--- config.mk ---
export PLATFORM = sky130hd
export DESIGN_NAME = json_string_unescape_utf8_top
export DESIGN_NICKNAME = d
export VERILOG_FILES = /design/src/rtl/jsu_pkg.sv /design/src/rtl/jsu_front.sv /design/src/rtl/jsu_fifo.sv /design/src/rtl/jsu_back.sv /design/src/rtl/json_string_unescape_utf8_top.sv
export SDC_FILE = /design/constraint.sdc
export NUM_CORES = 1
export LEC_CHECK = 0
export BUFFER_PORTS_ARGS = -buffer_cell sky130_fd_sc_hd__buf_4
export CELL_PAD_IN_SITES_DETAIL_PLACEMENT = 2
export CELL_PAD_IN_SITES_GLOBAL_PLACEMENT = 2
export CORE_MARGIN = 1.5
export CORE_UTILIZATION = 45
export CTS_CLUSTER_SIZE = 16
export DETAILED_ROUTE_END_ITERATION = 10
export PLACE_DENSITY = 0.78
export SYNTH_ARGS = -nofsm -noshare
export SYNTH_HDL_FRONTEND = slang
export SYNTH_SLANG_ARGS = --single-unit
--- constraint.sdc ---
create_clock -name i_clk -period 4.15 [get_ports i_clk]
set_input_delay 0 -clock i_clk [delete_from_list [all_inputs] [get_ports i_clk]]
set_output_delay 0 -clock i_clk [all_outputs]
set_load 0.01 [all_outputs]
--- src/rtl/jsu_pkg.sv ---
// types, constants and helpers shared by the json string unescape block
// no dependencies
package jsu_pkg;

    localparam int unsigned FIFO_DEPTH = 4;

    localparam logic [7:0] CH_QUOTE = 8'h22;
    localparam logic [7:0] CH_BSLASH = 8'h5C;
    localparam logic [7:0] CH_SLASH = 8'h2F;
    localparam logic [7:0] CH_LC_R = 8'h72;
    localparam logic [7:0] CH_LC_N = 8'h6E;
    localparam logic [7:0] CH_LC_T = 8'h74;
    localparam logic [7:0] CH_LC_B = 8'h62;
    localparam logic [7:0] CH_LC_F = 8'h66;
    localparam logic [7:0] CH_LC_U = 8'h75;
    localparam logic [7:0] CH_CR = 8'h0D;
    localparam logic [7:0] CH_LF = 8'h0A;
    localparam logic [7:0] CH_TAB = 8'h09;
    localparam logic [7:0] CH_BS = 8'h08;
    localparam logic [7:0] CH_FF = 8'h0C;

    localparam logic [2:0] HEX_DIGITS = 3'd4;

    typedef enum logic [2:0] {
        KIND_DATA    = 3'd0,
        KIND_END     = 3'd1,
        KIND_NOQUOTE = 3'd2,
        KIND_BADESC  = 3'd3,
        KIND_BADHEX  = 3'd4
    } t_kind;

    typedef enum logic [3:0] {
        MODE_WAIT = 4'b0001,
        MODE_BODY = 4'b0010,
        MODE_ESC  = 4'b0100,
        MODE_HEX  = 4'b1000
    } t_mode;

    // one queued job: one to three result bytes of a single input byte
    typedef struct packed {
        logic [1:0] count;
        t_kind      kind;
        logic [7:0] b0;
        logic [7:0] b1;
        logic [7:0] b2;
    } t_job;

    typedef struct packed {
        logic full;
        logic empty;
    } t_fifo_stat;

    // {valid, digit value}
    function automatic logic [4:0] hex_value(input logic [7:0] c);
        logic [4:0] r;
        r = 5'd0;
        if (c >= 8'h30 && c <= 8'h39) begin
            r = {1'b1, 4'(c - 8'h30)};
        end else if (c >= 8'h61 && c <= 8'h66) begin
            r = {1'b1, 4'(c - 8'h61 + 8'd10)};
        end else if (c >= 8'h41 && c <= 8'h46) begin
            r = {1'b1, 4'(c - 8'h41 + 8'd10)};
        end
        return r;
    endfunction

endpackage

--- src/rtl/jsu_front.sv ---
// front end: string parse state machine, builds result jobs
// depends on jsu_pkg
module jsu_front
    import jsu_pkg::*;
(
    input  logic       i_clk,
    input  logic       i_rst_n,
    input  logic       i_accept,
    input  logic [7:0] i_byte,
    output logic       o_push,
    output t_job       o_job
);

    t_mode       r_mode, n_mode;
    logic [2:0]  r_hex_left, n_hex_left;
    logic [15:0] r_cp, n_cp;
    logic [4:0]  w_hex;
    logic [15:0] w_cp;
    logic        w_emit;
    t_job        w_job;

    assign w_hex = hex_value(i_byte);
    assign w_cp = {r_cp[11:0], w_hex[3:0]};

    always_comb begin
        n_mode = r_mode;
        n_hex_left = r_hex_left;
        n_cp = r_cp;
        w_emit = 1'b0;
        w_job.count = 2'd1;
        w_job.kind = KIND_DATA;
        w_job.b0 = 8'h00;
        w_job.b1 = 8'h00;
        w_job.b2 = 8'h00;
        case (r_mode)
            MODE_WAIT: begin
                if (i_byte == CH_QUOTE) begin
                    n_mode = MODE_BODY;
                end else begin
                    w_emit = 1'b1;
                    w_job.kind = KIND_NOQUOTE;
                end
            end
            MODE_BODY: begin
                if (i_byte == CH_QUOTE) begin
                    w_emit = 1'b1;
                    w_job.kind = KIND_END;
                    n_mode = MODE_WAIT;
                end else if (i_byte == CH_BSLASH) begin
                    n_mode = MODE_ESC;
                end else begin
                    w_emit = 1'b1;
                    w_job.b0 = i_byte;
                end
            end
            MODE_ESC: begin
                n_mode = MODE_BODY;
                w_emit = 1'b1;
                case (i_byte)
                    CH_BSLASH, CH_SLASH, CH_QUOTE: w_job.b0 = i_byte;
                    CH_LC_R: w_job.b0 = CH_CR;
                    CH_LC_N: w_job.b0 = CH_LF;
                    CH_LC_T: w_job.b0 = CH_TAB;
                    CH_LC_B: w_job.b0 = CH_BS;
                    CH_LC_F: w_job.b0 = CH_FF;
                    CH_LC_U: begin
                        w_emit = 1'b0;
                        n_mode = MODE_HEX;
                        n_hex_left = HEX_DIGITS;
                        n_cp = 16'h0000;
                    end
                    default: begin
                        w_job.kind = KIND_BADESC;
                        n_mode = MODE_WAIT;
                    end
                endcase
            end
            MODE_HEX: begin
                if (!w_hex[4]) begin
                    w_emit = 1'b1;
                    w_job.kind = KIND_BADHEX;
                    n_mode = MODE_WAIT;
                    n_hex_left = 3'd0;
                    n_cp = 16'h0000;
                end else begin
                    n_cp = w_cp;
                    n_hex_left = r_hex_left - 3'd1;
                    if (r_hex_left == 3'd1) begin
                        w_emit = 1'b1;
                        n_mode = MODE_BODY;
                        n_cp = 16'h0000;
                        if (w_cp < 16'h0080) begin
                            w_job.b0 = w_cp[7:0];
                        end else if (w_cp < 16'h0800) begin
                            w_job.count = 2'd2;
                            w_job.b0 = {3'b110, w_cp[10:6]};
                            w_job.b1 = {2'b10, w_cp[5:0]};
                        end else begin
                            w_job.count = 2'd3;
                            w_job.b0 = {4'b1110, w_cp[15:12]};
                            w_job.b1 = {2'b10, w_cp[11:6]};
                            w_job.b2 = {2'b10, w_cp[5:0]};
                        end
                    end
                end
            end
            default: begin
                n_mode = MODE_WAIT;
                n_hex_left = 3'd0;
                n_cp = 16'h0000;
            end
        endcase
    end

    assign o_push = i_accept && w_emit;
    assign o_job = w_job;

    always_ff @(posedge i_clk) begin
        if (!i_rst_n) begin
            r_mode <= MODE_WAIT;
            r_hex_left <= 3'd0;
            r_cp <= 16'h0000;
        end else if (i_accept) begin
            r_mode <= n_mode;
            r_hex_left <= n_hex_left;
            r_cp <= n_cp;
        end
    end

endmodule

--- src/rtl/jsu_fifo.sv ---
// job queue between the front end and the output sequencer
// depends on jsu_pkg
module jsu_fifo
    import jsu_pkg::*;
#(
    parameter int unsigned DEPTH = FIFO_DEPTH
) (
    input  logic       i_clk,
    input  logic       i_rst_n,
    input  logic       i_push,
    input  t_job       i_job,
    input  logic       i_pop,
    output t_job       o_job,
    output t_fifo_stat o_stat
);

    localparam int unsigned PW = (DEPTH > 1) ? $clog2(DEPTH) : 1;
    localparam int unsigned CW = $clog2(DEPTH + 1);

    t_job           r_mem [DEPTH];
    logic [PW-1:0]  r_wr_ptr, r_rd_ptr;
    logic [CW-1:0]  r_count, n_count;
    logic           w_push, w_pop;

    assign o_stat.full = (r_count == CW'(DEPTH));
    assign o_stat.empty = (r_count == '0);
    assign w_push = i_push && !o_stat.full;
    assign w_pop = i_pop && !o_stat.empty;
    assign o_job = r_mem[r_rd_ptr];

    always_comb begin
        n_count = r_count;
        if (w_push && !w_pop) begin
            n_count = r_count + CW'(1);
        end else if (w_pop && !w_push) begin
            n_count = r_count - CW'(1);
        end
    end

    always_ff @(posedge i_clk) begin
        if (w_push) begin
            r_mem[r_wr_ptr] <= i_job;
        end
    end

    always_ff @(posedge i_clk) begin
        if (!i_rst_n) begin
            r_wr_ptr <= '0;
            r_rd_ptr <= '0;
            r_count <= '0;
        end else begin
            r_count <= n_count;
            if (w_push) begin
                r_wr_ptr <= (r_wr_ptr == PW'(DEPTH - 1)) ? '0 : r_wr_ptr + PW'(1);
            end
            if (w_pop) begin
                r_rd_ptr <= (r_rd_ptr == PW'(DEPTH - 1)) ? '0 : r_rd_ptr + PW'(1);
            end
        end
    end

endmodule

--- src/rtl/jsu_back.sv ---
// output sequencer: plays out one queued job, one result per transaction
// depends on jsu_pkg
module jsu_back
    import jsu_pkg::*;
(
    input  logic       i_clk,
    input  logic       i_rst_n,
    input  t_job       i_job,
    input  t_fifo_stat i_stat,
    output logic       o_pop,
    output logic       o_valid,
    input  logic       i_ready,
    output logic [7:0] o_byte,
    output t_kind      o_kind,
    output logic       o_last
);

    t_job       r_job;
    logic [1:0] r_idx;
    logic       r_busy;
    logic       w_done;

    assign o_valid = r_busy;
    assign o_last = ((r_idx + 2'd1) == r_job.count);
    assign o_kind = r_job.kind;
    assign w_done = r_busy && i_ready && o_last;
    assign o_pop = (!r_busy || w_done) && !i_stat.empty;

    always_comb begin
        case (r_idx)
            2'd0: o_byte = r_job.b0;
            2'd1: o_byte = r_job.b1;
            default: o_byte = r_job.b2;
        endcase
    end

    always_ff @(posedge i_clk) begin
        if (o_pop) begin
            r_job <= i_job;
        end
    end

    always_ff @(posedge i_clk) begin
        if (!i_rst_n) begin
            r_busy <= 1'b0;
            r_idx <= 2'd0;
        end else if (o_pop) begin
            r_busy <= 1'b1;
            r_idx <= 2'd0;
        end else if (w_done) begin
            r_busy <= 1'b0;
            r_idx <= 2'd0;
        end else if (r_busy && i_ready) begin
            r_idx <= r_idx + 2'd1;
        end
    end

endmodule

--- src/rtl/json_string_unescape_utf8_top.sv ---
// json string literal unescaper with utf-8 output for \u escapes
// input channel: one raw byte per transaction on i_in_valid / o_in_ready
// output channel: o_out_byte, o_kind, o_last on o_out_valid / i_out_ready
// kind 0 data byte, 1 string end, 2 no opening quote, 3 bad escape, 4 bad hex
// o_last marks the final result caused by one input byte
// a byte is accepted every cycle while the job queue has room
// a byte with results reaches the output through the job queue and then the sequencer's job register
// a \u escape gives up to three results, so the output rate, one result per
// cycle while the receiver is ready, is what bounds throughput
// when the receiver stalls the queue fills and o_in_ready drops
// reset empties the queue and returns the parser to waiting for a quote
// depends on jsu_pkg, jsu_front, jsu_fifo, jsu_back
module json_string_unescape_utf8_top
    import jsu_pkg::*;
#(
    parameter int unsigned FIFO_DEPTH_P = FIFO_DEPTH
) (
    input  logic       i_clk,
    input  logic       i_rst_n,
    input  logic       i_in_valid,
    output logic       o_in_ready,
    input  logic [7:0] i_in_byte,
    output logic       o_out_valid,
    input  logic       i_out_ready,
    output logic [7:0] o_out_byte,
    output logic [2:0] o_kind,
    output logic       o_last
);

    logic       w_accept, w_push, w_pop;
    t_job       w_front_job, w_fifo_job;
    t_fifo_stat w_stat;
    t_kind      w_kind;

    assign o_in_ready = !w_stat.full;
    assign w_accept = i_in_valid && o_in_ready;
    assign o_kind = w_kind;

    jsu_front u_front (
        .i_clk    (i_clk),
        .i_rst_n  (i_rst_n),
        .i_accept (w_accept),
        .i_byte   (i_in_byte),
        .o_push   (w_push),
        .o_job    (w_front_job)
    );

    jsu_fifo #(
        .DEPTH (FIFO_DEPTH_P)
    ) u_fifo (
        .i_clk   (i_clk),
        .i_rst_n (i_rst_n),
        .i_push  (w_push),
        .i_job   (w_front_job),
        .i_pop   (w_pop),
        .o_job   (w_fifo_job),
        .o_stat  (w_stat)
    );

    jsu_back u_back (
        .i_clk   (i_clk),
        .i_rst_n (i_rst_n),
        .i_job   (w_fifo_job),
        .i_stat  (w_stat),
        .o_pop   (w_pop),
        .o_valid (o_out_valid),
        .i_ready (i_out_ready),
        .o_byte  (o_out_byte),
        .o_kind  (w_kind),
        .o_last  (o_last)
    );

    a_err_single: assert property (@(posedge i_clk) disable iff (!i_rst_n)
        o_out_valid && (w_kind != KIND_DATA) |-> o_last && (o_out_byte == 8'h00))
        else $error("error or end result not single or carries data");

    a_multi_data: assert property (@(posedge i_clk) disable iff (!i_rst_n)
        o_out_valid && !o_last |-> (w_kind == KIND_DATA))
        else $error("multi-result transaction of non-data kind");

    a_reset_idle: assert property (@(posedge i_clk) disable iff (!i_rst_n)
        $past(!i_rst_n) |-> !o_out_valid && o_in_ready)
        else $error("block not idle after reset");

    a_no_push_full: assert property (@(posedge i_clk) disable iff (!i_rst_n)
        w_push |-> !w_stat.full)
        else $error("job pushed into full queue");

endmodule
==> results of run 1 <==
## sequential cells by signal (all words and copies together) (netlist names)
register            cells
u_fifo.r_rd_ptr         2
u_back.o_valid          1
u_fifo.r_count          3
u_front.r_mode          4
u_back.r_idx            2
u_back.r_job           23
u_fifo.r_wr_ptr         2
u_front.r_hex_left      3
u_front.r_cp           12
u_fifo.r_mem          104
u_back.o_kind           3
## kinds of logic after synthesis
group                    Yosys count  synth area share [%]
AND/OR/NAND/NOR                  150                 11.55
AO/OA/AOI/OAI                     99                 9.643
flip-flops                       159                 63.76
XOR/XNOR                           5                0.6228
multiplexers                      30                 8.895
buffers and inverters             43                 2.580
adder cells (fa/ha/maj)           16                 2.953
## per-layer routing
metal | vias up | track usage, % | wire [um]
met2 | 142 | 45.73 | 10390
met1 | 2379 | 34.27 | 8789
met4 | 0 | 8.923 | 404
li1 | 2004 | - | -
met5 | - | 0 | 0
met3 | 31 | 4.382 | 793
## path summary, 6_finish.rpt
| path | startpoint | end | depth (start not counted) |
|---|---|---|---|
| worst max register to register | u_front.r_mode[1] | u_fifo.r_count[2] | 10 |
| worst min register to register | u_front.r_hex_left[1] | u_front.r_hex_left[1] | 2 |
| worst min-delay path | i_in_valid | u_fifo.r_wr_ptr[1] | 4 |
| worst max-delay path | u_front.r_mode[1] | u_fifo.r_count[2] | 10 |
## cell usage after synthesis, types with 4 or more instances
library cell	instances	area, um^2
sky130_fd_sc_hd__nor3b_1	5	37.54
sky130_fd_sc_hd__or3_1	6	37.54
sky130_fd_sc_hd__o21ai_0	16	80.08
sky130_fd_sc_hd__and2_1	8	50.05
sky130_fd_sc_hd__a22oi_1	9	67.56
sky130_fd_sc_hd__nor2b_1	6	37.54
sky130_fd_sc_hd__ha_1	15	187.7
sky130_fd_sc_hd__clkbuf_1	10	37.54
sky130_fd_sc_hd__a21oi_1	31	155.2
sky130_fd_sc_hd__buf_2	6	30.03
sky130_fd_sc_hd__edfxtp_1	130	3904
sky130_fd_sc_hd__inv_1	19	71.32
sky130_fd_sc_hd__mux4_2	26	585.6
sky130_fd_sc_hd__nor2_1	24	90.09
sky130_fd_sc_hd__nor3_1	6	30.03
sky130_fd_sc_hd__a21o_1	6	45.04
sky130_fd_sc_hd__nand3_1	17	85.08
sky130_fd_sc_hd__mux2i_1	4	40.04
sky130_fd_sc_hd__or4_1	5	37.54
sky130_fd_sc_hd__a22o_1	5	43.79
sky130_fd_sc_hd__nand2_1	42	157.7
sky130_fd_sc_hd__dfxtp_1	29	580.6
sky130_fd_sc_hd__nor4b_1	4	35.03
sky130_fd_sc_hd__a221o_1	5	50.05
## cell type report
type	instances	share of cell area, %
flip-flops and latches	159	55.84
multi-input cells	300	29.50
clock buffers	18	5.343
well taps	211	3.287
repair buffers	33	3.115
clock inverters	14	1.978
inverters	20	0.9346
## metrics by stage
| stage | total power, uW | cells | utilization [%] |
|---|---|---|---|
| 6_report | 5091 | 755 | 52.64 |
| 5_1_grt | 5296 | 755 | 52.64 |
| 4_1_cts | 5136 | 755 | 52.64 |
| 3_5_place_dp | 3524 | 722 | 48.72 |
| 3_3_place_gp | 3381 | 722 | 48.72 |
| 2_1_floorplan | 3030 | 502 | - |
## worst max-delay path, stage by stage, from the launching register on
cell                      delay, ns
sky130_fd_sc_hd__dfxtp_1       0.49
sky130_fd_sc_hd__nor4b_1       0.70
sky130_fd_sc_hd__nand3_1       0.19
sky130_fd_sc_hd__and2_1        0.23
sky130_fd_sc_hd__a41oi_2       0.37
sky130_fd_sc_hd__ha_1          0.28
sky130_fd_sc_hd__inv_1         0.08
sky130_fd_sc_hd__fa_1          0.44
sky130_fd_sc_hd__xor2_1        0.19
sky130_fd_sc_hd__or3_1         0.34
sky130_fd_sc_hd__a21oi_1       0.19
## power breakdown
| group | internal [uW] | switching (uW) | leakage [uW] |
|---|---|---|---|
| clock | 899 | 669 | 0.000283 |
| combinational | 518 | 666 | 0.000982 |
| sequential | 2120 | 220 | 0.00150 |
## repair_timing
action / CTS / global route
buffers inserted: 0 / 0
endpoints found under the hold margin: 3 / 0
hold buffers: 1 / 0
==> run_summary.xml, run 1 <==
<?xml version="1.0" encoding="UTF-8"?>
<metrics>
  <group name="routing">
    <metric name="routed_wl" unit="um">20380</metric>
    <metric name="post_drt_via_cell_ratio" unit="">6.034</metric>
    <metric name="num_vias" unit="">4556</metric>
    <metric name="wire_per_inst" unit="um">26.99</metric>
    <metric name="drc_errors_left" unit="">0</metric>
    <metric name="drt.antenna.violating_nets" unit="">0</metric>
    <metric name="firstDrtPassIters" unit="">5</metric>
    <metric name="drt_first_iter_violations" unit="">326</metric>
  </group>
  <group name="placement">
    <metric name="dp_worst_setup_slack" unit="ns">0.6006</metric>
    <metric name="post_dp_cell_area" unit="mm^2">0.007435</metric>
    <metric name="total_half_perimeter_wirelength_after_legalization_and_detailed_placement" unit="um">13710</metric>
    <metric name="finalWeightedCongestion" unit="">0.8079</metric>
    <metric name="place.port_buffers" unit="">25</metric>
  </group>
  <group name="logic_synthesis">
    <metric name="postSynthRegisterBits" unit="">159</metric>
    <metric name="synth-seq-area-share" unit="%">63.76</metric>
    <metric name="syn-num-nets" unit="">530</metric>
    <metric name="ys_warn_count" unit="">0</metric>
    <metric name="async_reset_ff_share" unit="%">0</metric>
    <metric name="synthesis.instances" unit="">502</metric>
    <metric name="synth.cell_area" unit="mm^2">0.007033</metric>
    <metric name="synth_cell_type_count" unit="">67</metric>
    <metric name="number_of_flops_mapped_to_enable_cells_by_yosys" unit="">130</metric>
    <metric name="avgSynthCellArea" unit="um^2">14.01</metric>
    <metric name="ys.flop_type" unit="">sky130_fd_sc_hd__edfxtp_1</metric>
  </group>
  <group name="timing">
    <metric name="setup_tns" unit="ns">0</metric>
    <metric name="post-route-period-util" unit="%">87.13</metric>
    <metric name="max_slew_margin" unit="%">30.43</metric>
    <metric name="grt_setup_unrepaired" unit="">no</metric>
    <metric name="timing.final.ws_setup" unit="ns">0.5343</metric>
    <metric name="timing.clock.skew" unit="ns">0.009507</metric>
    <metric name="holdWs" unit="ns">0.02608</metric>
    <metric name="report.final.setup_viol" unit="">0</metric>
    <metric name="worst-slew-pin-transition" unit="ns">1.044</metric>
    <metric name="final_period_minus_worst_setup_slack" unit="ns">3.616</metric>
    <metric name="hold_viol" unit="">0</metric>
    <metric name="maxSlewViolCount" unit="">0</metric>
    <metric name="fmaxAchievable" unit="MHz">276.6</metric>
  </group>
  <group name="floorplanning">
    <metric name="die_h" unit="um">128.0</metric>
    <metric name="floorplan.initialDensity" unit="%">46.09</metric>
    <metric name="core_region_area" unit="mm^2">0.01526</metric>
    <metric name="die_boundary_width" unit="um">128.0</metric>
    <metric name="num_rows" unit="">45</metric>
    <metric name="floorplan.io_pins" unit="">26</metric>
    <metric name="total_die_area" unit="mm^2">0.01639</metric>
  </group>
  <group name="global_routing">
    <metric name="global_route_wire_length_before_repair" unit="um">31160</metric>
    <metric name="track_usage" unit="%">26.55</metric>
    <metric name="number_of_antenna_violations_at_the_first_check_in_global_routing" unit="">0</metric>
    <metric name="grt_pass1_vias" unit="">4897</metric>
    <metric name="gr-total-overflow" unit="">0</metric>
    <metric name="grt_start_max_net_pins" unit="">30</metric>
  </group>
  <group name="setup_path">
    <metric name="setup.worst_path.end_class" unit="">register</metric>
    <metric name="reg2reg_slack" unit="ns">0.53</metric>
    <metric name="worstSetupPathType" unit="">reg -&gt; reg</metric>
    <metric name="timing.critical_path.required" unit="ns">4.47</metric>
    <metric name="worst-path-max-fanout" unit="">9</metric>
    <metric name="worst_ep_arrival_time" unit="ns">3.93</metric>
    <metric name="critPathLaunchType" unit="">register</metric>
  </group>
  <group name="clock_tree">
    <metric name="clk-insertion-delay-late" unit="ns">0.43</metric>
    <metric name="clkSlewWorstSetupHoldPaths" unit="ns">0.07</metric>
    <metric name="root_buffer" unit="">sky130_fd_sc_hd__clkbuf_16</metric>
    <metric name="post_cts_resized" unit="">0</metric>
    <metric name="cts_tree" unit="">done</metric>
    <metric name="clkSinkCount" unit="">159</metric>
    <metric name="cts_htree_levels" unit="">4</metric>
    <metric name="cts_buffer_depth" unit="">2</metric>
    <metric name="tritoncts.num_buffers" unit="">17</metric>
  </group>
  <group name="finish">
    <metric name="final_common_cell" unit="">sky130_fd_sc_hd__edfxtp_1</metric>
    <metric name="nets" unit="">559</metric>
    <metric name="area_used_by_multi_input_combinational_logic" unit="mm^2">0.002370</metric>
    <metric name="ff_latch_area" unit="mm^2">0.004486</metric>
    <metric name="area.growth.synth_to_final" unit="%">14.21</metric>
    <metric name="ratio_of_cells_with_drive_above_1_in_the_final_layout" unit="%">18.75</metric>
    <metric name="mostFrequentLayoutCells" unit="">sky130_fd_sc_hd__edfxtp_1 (130), sky130_fd_sc_hd__nand2_1 (42), sky130_fd_sc_hd__buf_4 (32)</metric>
    <metric name="antenna-diode-count" unit="">0</metric>
    <metric name="post-route-cell-area" unit="mm^2">0.008033</metric>
    <metric name="count_of_filler_cells_inserted_in_the_layout" unit="">1395</metric>
  </group>
  <group name="run">
    <metric name="timing.max_cap.violations" unit="">0</metric>
  </group>
  <group name="power">
    <metric name="power-per-cell-area" unit="mW/mm^2">633.7</metric>
    <metric name="peakVddDrop" unit="mV">0.3006</metric>
    <metric name="leakagePower" unit="uW">0.002760</metric>
  </group>
  <group name="status">
    <metric name="status" unit="">finished, final reports clean</metric>
  </group>
  <group name="min_path">
    <metric name="hp-class" unit="">in -&gt; reg</metric>
  </group>
</metrics>
Note: power is estimated with default switching activity, not from simulation.
==> run 2, diff against run 1 <==
--- a/config.mk
+++ b/config.mk
@@ -9,10 +9,11 @@
 export CELL_PAD_IN_SITES_DETAIL_PLACEMENT = 2
 export CELL_PAD_IN_SITES_GLOBAL_PLACEMENT = 2
 export CORE_MARGIN = 1.5
-export CORE_UTILIZATION = 45
+export CORE_UTILIZATION = 46
 export CTS_CLUSTER_SIZE = 16
 export DETAILED_ROUTE_END_ITERATION = 10
 export PLACE_DENSITY = 0.78
 export SYNTH_ARGS = -nofsm -noshare
 export SYNTH_HDL_FRONTEND = slang
+export SYNTH_HIERARCHICAL = 1
 export SYNTH_SLANG_ARGS = --single-unit
==> run 2 against run 1 <==
Global-route usage is 1.4 points lower. Critical path type unchanged. Wire length grew 2.0%. Critical path depth is the same. Sequential share of layout area increased by 1.5 points. Sequential power is 10% higher. Cell count up 2.6%.
==> run_summary.xml, run 2 <==
<?xml version="1.0" encoding="UTF-8"?>
<metrics>
  <group name="status">
    <metric name="status" unit="">finished, final reports clean</metric>
  </group>
  <group name="setup_path">
    <metric name="critPathLaunchType" unit="">register</metric>
    <metric name="timing.critical_path.required" unit="ns">4.47</metric>
    <metric name="crit_buf_inv" unit="">1</metric>
    <metric name="worst_ep_arrival_time" unit="ns">4.01</metric>
    <metric name="setup.worst_path.end_class" unit="">register</metric>
    <metric name="worst-path-max-fanout" unit="">9</metric>
    <metric name="cpPeakStageDelay" unit="ns">0.52</metric>
    <metric name="worstSetupPathType" unit="">reg -&gt; reg</metric>
    <metric name="cpMaxStageDelayCell" unit="">sky130_fd_sc_hd__nor4b_2</metric>
    <metric name="cp_cell_sequence" unit="">nor4b_2 &gt; o21ai_0 &gt; a41oi_1 &gt; nor2b_1 &gt; ha_1 &gt; inv_1 &gt; fa_1 &gt; xor2_1 &gt; or3_1 &gt; a21boi_0</metric>
    <metric name="r2r-start" unit="">u_front/r_mode[3]</metric>
    <metric name="path_delay_family" unit="">simple AND/OR/NAND/NOR gates</metric>
    <metric name="worst_setup_sp" unit="">u_front/r_mode[3]</metric>
  </group>
  <group name="timing">
    <metric name="fmaxAchievable" unit="MHz">271.5</metric>
    <metric name="worst-slew-pin-transition" unit="ns">0.9197</metric>
    <metric name="max_slew_margin" unit="%">38.35</metric>
    <metric name="final_period_minus_worst_setup_slack" unit="ns">3.683</metric>
    <metric name="grt_setup_unrepaired" unit="">no</metric>
    <metric name="hold_viol" unit="">0</metric>
    <metric name="report.final.setup_viol" unit="">0</metric>
    <metric name="setup_tns" unit="ns">0</metric>
    <metric name="timing.clock.skew" unit="ns">0.01357</metric>
    <metric name="maxSlewViolCount" unit="">0</metric>
    <metric name="post-route-period-util" unit="%">88.74</metric>
  </group>
  <group name="logic_synthesis">
    <metric name="synth-seq-area-share" unit="%">64.48</metric>
    <metric name="area_leader_netlist" unit="">sky130_fd_sc_hd__edfxtp_1</metric>
    <metric name="synthTopCellsByCount" unit="">sky130_fd_sc_hd__edfxtp_1 (145), sky130_fd_sc_hd__nand2_1 (36), sky130_fd_sc_hd__dfxtp_1 (31)</metric>
    <metric name="ys_warn_count" unit="">6</metric>
    <metric name="synth_cell_type_count" unit="">70</metric>
    <metric name="postSynthRegisterBits" unit="">176</metric>
    <metric name="avgSynthCellArea" unit="um^2">14.95</metric>
    <metric name="async_reset_ff_share" unit="%">0</metric>
    <metric name="post-synth-top-area-fraction" unit="%">56.44</metric>
    <metric name="synth_top_cells_by_area" unit="">sky130_fd_sc_hd__edfxtp_1 (56%), sky130_fd_sc_hd__mux4_2 (8.2%), sky130_fd_sc_hd__dfxtp_1 (8.0%)</metric>
    <metric name="synthesis.instances" unit="">516</metric>
    <metric name="most_used_standard_cell_by_instance_count_after_synthesis" unit="">sky130_fd_sc_hd__edfxtp_1</metric>
    <metric name="synth.cell_area" unit="mm^2">0.007715</metric>
    <metric name="ys.flop_type" unit="">sky130_fd_sc_hd__edfxtp_1</metric>
    <metric name="number_of_flops_mapped_to_enable_cells_by_yosys" unit="">145</metric>
  </group>
  <group name="floorplanning">
    <metric name="floorplan.io_pins" unit="">26</metric>
    <metric name="die_h" unit="um">132.5</metric>
    <metric name="floorplan.initialDensity" unit="%">46.85</metric>
    <metric name="core_region_area" unit="mm^2">0.01647</metric>
    <metric name="num_rows" unit="">47</metric>
    <metric name="total_die_area" unit="mm^2">0.01756</metric>
    <metric name="die_boundary_width" unit="um">132.5</metric>
  </group>
  <group name="routing">
    <metric name="drt_first_iter_violations" unit="">302</metric>
    <metric name="post_drt_via_cell_ratio" unit="">5.867</metric>
    <metric name="num_vias" unit="">4547</metric>
    <metric name="firstDrtPassIters" unit="">4</metric>
    <metric name="wire_per_inst" unit="um">26.81</metric>
    <metric name="drt.antenna.violating_nets" unit="">0</metric>
    <metric name="routed_wl" unit="um">20780</metric>
    <metric name="drc_errors_left" unit="">0</metric>
  </group>
  <group name="placement">
    <metric name="place.port_buffers" unit="">25</metric>
    <metric name="finalWeightedCongestion" unit="">0.8147</metric>
    <metric name="total_half_perimeter_wirelength_after_legalization_and_detailed_placement" unit="um">13920</metric>
  </group>
  <group name="global_routing">
    <metric name="gr-total-overflow" unit="">0</metric>
    <metric name="grt_pass1_vias" unit="">5044</metric>
    <metric name="global_route_wire_length_before_repair" unit="um">32000</metric>
    <metric name="number_of_antenna_violations_at_the_first_check_in_global_routing" unit="">0</metric>
    <metric name="grt_start_max_net_pins" unit="">38</metric>
    <metric name="track_usage" unit="%">25.16</metric>
  </group>
  <group name="finish">
    <metric name="nets" unit="">569</metric>
    <metric name="area.growth.synth_to_final" unit="%">12.42</metric>
    <metric name="registers.top_by_ff_count" unit="">u_fifo/r_mem</metric>
    <metric name="largestRegisters" unit="">u_fifo/r_mem: 116 flops, u_back/r_job: 26 flops, u_front/r_cp: 12 flops</metric>
    <metric name="ratio_of_cells_with_drive_above_1_in_the_final_layout" unit="%">20.36</metric>
    <metric name="utilization" unit="%">52.67</metric>
    <metric name="largest_register_ffs" unit="">116</metric>
    <metric name="antenna-diode-count" unit="">0</metric>
    <metric name="final_common_cell" unit="">sky130_fd_sc_hd__edfxtp_1</metric>
    <metric name="mostFrequentLayoutCells" unit="">sky130_fd_sc_hd__edfxtp_1 (145), sky130_fd_sc_hd__nand2_1 (36), sky130_fd_sc_hd__buf_4 (33)</metric>
  </group>
  <group name="clock_tree">
    <metric name="clk-insertion-delay-late" unit="ns">0.43</metric>
    <metric name="clkSlewWorstSetupHoldPaths" unit="ns">0.07</metric>
    <metric name="post_cts_buffers" unit="">0</metric>
    <metric name="root_buffer" unit="">sky130_fd_sc_hd__clkbuf_16</metric>
    <metric name="tritoncts.num_buffers" unit="">17</metric>
    <metric name="cts_buffer_depth" unit="">2</metric>
    <metric name="clkSinkCount" unit="">176</metric>
    <metric name="cts_htree_levels" unit="">4</metric>
    <metric name="cts_tree" unit="">done</metric>
  </group>
  <group name="power">
    <metric name="leakagePower" unit="uW">0.002973</metric>
    <metric name="power-per-cell-area" unit="mW/mm^2">623.0</metric>
    <metric name="peakVddDrop" unit="mV">0.3161</metric>
  </group>
  <group name="min_path">
    <metric name="hp-class" unit="">in -&gt; reg</metric>
    <metric name="hp_start" unit="">i_in_byte[4]</metric>
  </group>
  <group name="run">
    <metric name="timing.max_cap.violations" unit="">0</metric>
  </group>
</metrics>
run 2: cell families (layout without fill, tap and decap cells):
logic type / after synthesis / after routing / synth area share, %
DFF: 176 / 176 / 64.48
and+or+nand+nor: 143 / 143 / 10.95
AOI/OAI and AO/OA: 90 / 90 / 8.223
buffers and inverters: 46 / 84 / 3.292
muxes: 37 / 37 / 9.569
adders and majority gates: 15 / 15 / 2.530
xor gates and xnor gates: 8 / 8 / 0.9082
other: 1 / 2 / 0.04861
run 2: path summary, 6_finish.rpt:
kind	to	slack, ns	depth (start not counted)
hold / removal	u_fifo/r_mem[0][20]	0.15	3
setup / recovery	u_fifo/r_count[2]	0.47	10
hold reg to reg	u_front/r_hex_left[1]	0.53	2
setup reg to reg	u_fifo/r_count[2]	0.47	10
run 2: layout make-up:
cell class                      count  area [um^2]
Fill cell                        1486         7792
Sequential cell                   176         4977
Multi-Input combinational cell    295         2494
Clock buffer                       20        479.2
Tap cell                          220        275.3
Timing Repair Buffer               35        267.8
Clock inverter                     12        116.4
Inverter                           17        63.81
run 2: timing repair:
action,4_1_cts,5_1_grt
gates resized for setup,0,0
hold endpoints to repair,3,0
hold buffers,2,0
run 2: worst min-delay path: cells and delay by family:
family / cells / cell delay (ns)
buffers and inverters: 1 / 0.17
AO/OA/AOI/OAI: 1 / 0.16
AND/OR/NAND/NOR: 1 / 0.10
run 2: per-stage QoR:
stage	hold WS, ns	power, uW	area, um^2	setup slack (ns)	cells
floorplan	0.1002	3347	7719	0.07762	517
global placement	0.2323	3673	8058	0.9397	741
detailed placement	0.2651	3851	8058	0.5142	741
CTS	0.1117	5475	8673	0.4441	775
global route	0.1225	5637	8673	0.2231	775
finish	0.1519	5403	8673	0.4674	775
run 2: where the power goes:
group          switching [uW]  internal [uW]
clock network             691            910
logic                     691            537
registers                 209           2370
total                    1590           3810
run 2: per-layer routing:
metal / part of all wire [%] / GRT usage [%]
met5: 0 / 0
met2: 53 / 44.42
met1: 42 / 31.60
met4: 0.86 / 6.044
met3: 3.3 / 5.747
==> run 3, diff against run 2 <==
--- a/config.mk
+++ b/config.mk
@@ -9,11 +9,10 @@
 export CELL_PAD_IN_SITES_DETAIL_PLACEMENT = 2
 export CELL_PAD_IN_SITES_GLOBAL_PLACEMENT = 2
 export CORE_MARGIN = 1.5
-export CORE_UTILIZATION = 46
+export CORE_UTILIZATION = 48
 export CTS_CLUSTER_SIZE = 16
 export DETAILED_ROUTE_END_ITERATION = 10
-export PLACE_DENSITY = 0.78
+export PLACE_DENSITY = 0.82
 export SYNTH_ARGS = -nofsm -noshare
 export SYNTH_HDL_FRONTEND = slang
-export SYNTH_HIERARCHICAL = 1
 export SYNTH_SLANG_ARGS = --single-unit
==> constraint.sdc (replaced) <==
create_clock -name i_clk -period 4.6 [get_ports i_clk]
set_input_delay 0 -clock i_clk [delete_from_list [all_inputs] [get_ports i_clk]]
set_output_delay 0 -clock i_clk [all_outputs]
set_load 0.01 [all_outputs]
==> run 3 against run 2 <==
Maximum frequency shrank 5.2%. Via count up 7.3%. Sequential share of layout area fell by 1.8 points. Clock power is 3% lower. Highest routed layer unchanged. Combinational power is 9.8% lower.
==> run_summary.xml, run 3 (synthesis results as in run 1) <==
<?xml version="1.0" encoding="UTF-8"?>
<metrics>
  <group name="clock_tree">
    <metric name="clkSlewWorstSetupHoldPaths" unit="ns">0.07</metric>
    <metric name="cts_buffer_depth" unit="">2</metric>
    <metric name="clk-insertion-delay-late" unit="ns">0.44</metric>
    <metric name="tritoncts.num_buffers" unit="">17</metric>
    <metric name="root_buffer" unit="">sky130_fd_sc_hd__clkbuf_16</metric>
    <metric name="cts_tree" unit="">done</metric>
    <metric name="clkSinkCount" unit="">159</metric>
    <metric name="post_cts_resized" unit="">0</metric>
    <metric name="cts_htree_levels" unit="">4</metric>
  </group>
  <group name="setup_path">
    <metric name="regToRegEndpoint" unit="">u_fifo.r_count[2]</metric>
    <metric name="worst_ep_arrival_time" unit="ns">4.22</metric>
    <metric name="cp_cell_sequence" unit="">nor4b_1 &gt; nand3_1 &gt; and2_1 &gt; a41oi_2 &gt; ha_1 &gt; inv_1 &gt; fa_1 &gt; xor2_1 &gt; or3_1 &gt; a21oi_1</metric>
    <metric name="cpPeakStageDelay" unit="ns">0.85</metric>
    <metric name="worst-path-max-fanout" unit="">9</metric>
    <metric name="r2r-start" unit="">u_front.r_mode[1]</metric>
    <metric name="critPathLaunchType" unit="">register</metric>
    <metric name="reg2reg_slack" unit="ns">0.72</metric>
    <metric name="worst_reg_to_reg_cells" unit="">10</metric>
    <metric name="worstSetupPathType" unit="">reg -&gt; reg</metric>
    <metric name="setup.worst_path.end_class" unit="">register</metric>
    <metric name="cpMaxStageDelayCell" unit="">sky130_fd_sc_hd__nor4b_1</metric>
    <metric name="timing.critical_path.required" unit="ns">4.93</metric>
  </group>
  <group name="timing">
    <metric name="grt_setup_unrepaired" unit="">no</metric>
    <metric name="maxSlewViolCount" unit="">0</metric>
    <metric name="timing.clock.skew" unit="ns">0.007097</metric>
    <metric name="hold_viol" unit="">0</metric>
    <metric name="worst-slew-pin-transition" unit="ns">1.079</metric>
    <metric name="max_slew_margin" unit="%">27.07</metric>
    <metric name="post-route-period-util" unit="%">84.42</metric>
    <metric name="holdWs" unit="ns">0.03639</metric>
    <metric name="report.final.setup_viol" unit="">0</metric>
    <metric name="final_period_minus_worst_setup_slack" unit="ns">3.883</metric>
    <metric name="fmaxAchievable" unit="MHz">257.5</metric>
    <metric name="setup_tns" unit="ns">0</metric>
  </group>
  <group name="global_routing">
    <metric name="track_usage" unit="%">34.24</metric>
    <metric name="number_of_antenna_violations_at_the_first_check_in_global_routing" unit="">0</metric>
    <metric name="gr-total-overflow" unit="">0</metric>
    <metric name="grt_start_max_net_pins" unit="">30</metric>
    <metric name="grt_pass1_vias" unit="">5182</metric>
    <metric name="global_route_wire_length_before_repair" unit="um">35750</metric>
  </group>
  <group name="finish">
    <metric name="registers.top_by_ff_count" unit="">u_fifo.r_mem</metric>
    <metric name="count_of_filler_cells_inserted_in_the_layout" unit="">1308</metric>
    <metric name="largestRegisters" unit="">u_fifo.r_mem: 104 flops, u_back.r_job: 23 flops, u_front.r_cp: 12 flops</metric>
    <metric name="antenna-diode-count" unit="">0</metric>
    <metric name="nets" unit="">558</metric>
    <metric name="largest_register_ffs" unit="">104</metric>
    <metric name="final_common_cell" unit="">sky130_fd_sc_hd__edfxtp_1</metric>
    <metric name="mostFrequentLayoutCells" unit="">sky130_fd_sc_hd__edfxtp_1 (130), sky130_fd_sc_hd__nand2_1 (42), sky130_fd_sc_hd__a21oi_1 (31), sky130_fd_sc_hd__buf_4 (31), sky130_fd_sc_hd__dfxtp_1 (28)</metric>
    <metric name="ratio_of_cells_with_drive_above_1_in_the_final_layout" unit="%">18.97</metric>
    <metric name="area.growth.synth_to_final" unit="%">14.69</metric>
    <metric name="utilization" unit="%">55.92</metric>
    <metric name="post-route-cell-area" unit="mm^2">0.008066</metric>
  </group>
  <group name="status">
    <metric name="status" unit="">finished, final reports clean</metric>
  </group>
  <group name="floorplanning">
    <metric name="core_region_area" unit="mm^2">0.01442</metric>
    <metric name="floorplan.initialDensity" unit="%">48.76</metric>
    <metric name="total_die_area" unit="mm^2">0.01539</metric>
    <metric name="num_rows" unit="">44</metric>
    <metric name="die_boundary_width" unit="um">124.0</metric>
    <metric name="floorplan.io_pins" unit="">26</metric>
    <metric name="die_h" unit="um">124.0</metric>
  </group>
  <group name="power">
    <metric name="power.share.switching" unit="%">30.73</metric>
    <metric name="part_of_the_total_power_dissipated_in_the_clock_network" unit="%">32.5</metric>
    <metric name="power-per-cell-area" unit="mW/mm^2">594.0</metric>
    <metric name="switching_power" unit="uW">1473</metric>
    <metric name="power_frac_seq" unit="%">44.4</metric>
    <metric name="leakagePower" unit="uW">0.002805</metric>
    <metric name="pwr-share-comb" unit="%">23.1</metric>
    <metric name="peakVddDrop" unit="mV">0.3055</metric>
    <metric name="p_int" unit="uW">3319</metric>
  </group>
  <group name="placement">
    <metric name="post_dp_cell_area" unit="mm^2">0.007393</metric>
    <metric name="finalWeightedCongestion" unit="">0.8542</metric>
    <metric name="place.port_buffers" unit="">25</metric>
    <metric name="total_half_perimeter_wirelength_after_legalization_and_detailed_placement" unit="um">15560</metric>
  </group>
  <group name="min_path">
    <metric name="hp-class" unit="">in -&gt; reg</metric>
    <metric name="hold_depth" unit="">4</metric>
    <metric name="hp_start" unit="">i_out_ready</metric>
    <metric name="hold-path-endpoint" unit="">u_back.r_idx[1]</metric>
  </group>
  <group name="routing">
    <metric name="num_vias" unit="">4877</metric>
    <metric name="routed_wl" unit="um">24630</metric>
    <metric name="firstDrtPassIters" unit="">5</metric>
    <metric name="wire_per_inst" unit="um">33.88</metric>
    <metric name="drt_first_iter_violations" unit="">586</metric>
    <metric name="post_drt_via_cell_ratio" unit="">6.708</metric>
    <metric name="drt.antenna.violating_nets" unit="">0</metric>
    <metric name="drc_errors_left" unit="">0</metric>
  </group>
  <group name="run">
    <metric name="timing.max_cap.violations" unit="">0</metric>
  </group>
</metrics>
## run 3: worst max path at each step
stage          slack [ns]         startpoint                 to
2_1_floorplan        1.12    u_back.r_idx[0]  u_fifo.r_count[2]
3_5_place_dp         0.91  u_front.r_mode[2]  u_fifo.r_count[2]
5_1_grt              0.49  u_front.r_mode[1]  u_fifo.r_count[2]
6_report             0.72  u_front.r_mode[1]  u_fifo.r_count[2]
4_1_cts              0.83  u_front.r_mode[1]  u_fifo.r_count[2]
3_3_place_gp         1.27  u_front.r_mode[2]  u_fifo.r_count[2]
## run 3: metrics by stage
stage                     setup WS, ns  cells  total power, uW
after floorplan                  1.115    502             2733
after detailed placement        0.9100    694             3232
after CTS                       0.8252    727             4826
final                           0.7166    727             4792
after global placement           1.272    694             3044
after global routing            0.4934    727             4978
## run 3: cell type report
class / count / area (um^2) / area share [%]
clock buffers: 25 / 614.3 / 7.616
inverters: 20 / 75.07 / 0.9307
repair buffers: 32 / 242.7 / 3.009
well taps: 184 / 230.2 / 2.854
flip-flops and latches: 159 / 4486 / 55.61
clock inverters: 7 / 48.80 / 0.6049
multi-input cells: 300 / 2370 / 29.38
## run 3: what timing repair did
action                    4_1_cts  5_1_grt
hold endpoints to repair        3        0
hold buffers                    1        0
setup buffers                   0        0
## run 3: per-layer routing
layer  vias to the layer above  wire, um  GRT usage [%]
li1                       1995         -              -
met1                      2536      9511          42.98
met2                       301     12800          59.96
met3                        45      1771          6.456
met4                         0       549          10.80
met5                         -         0              0
## run 3: power by group through the flow
stage | combinational [uW] | sequential [uW] | clock [uW]
6_report | 1110 | 2130 | 1560
5_1_grt | 1190 | 2170 | 1620
4_1_cts | 1120 | 2140 | 1570
3_5_place_dp | 1080 | 2150 | 0
3_3_place_gp | 956 | 2090 | 0
2_1_floorplan | 735 | 2000 | 0
## run 3: worst max-delay path: cells and delay by family, from the launching register on
kind                       cells  cell delay [ns]
xor gates and xnor gates       1             0.19
and+or+nand+nor                4             1.67
DFF                            1             0.51
adders and majority gates      2             0.72
AOI/OAI and AO/OA              2             0.62
buffers and inverters          1             0.07
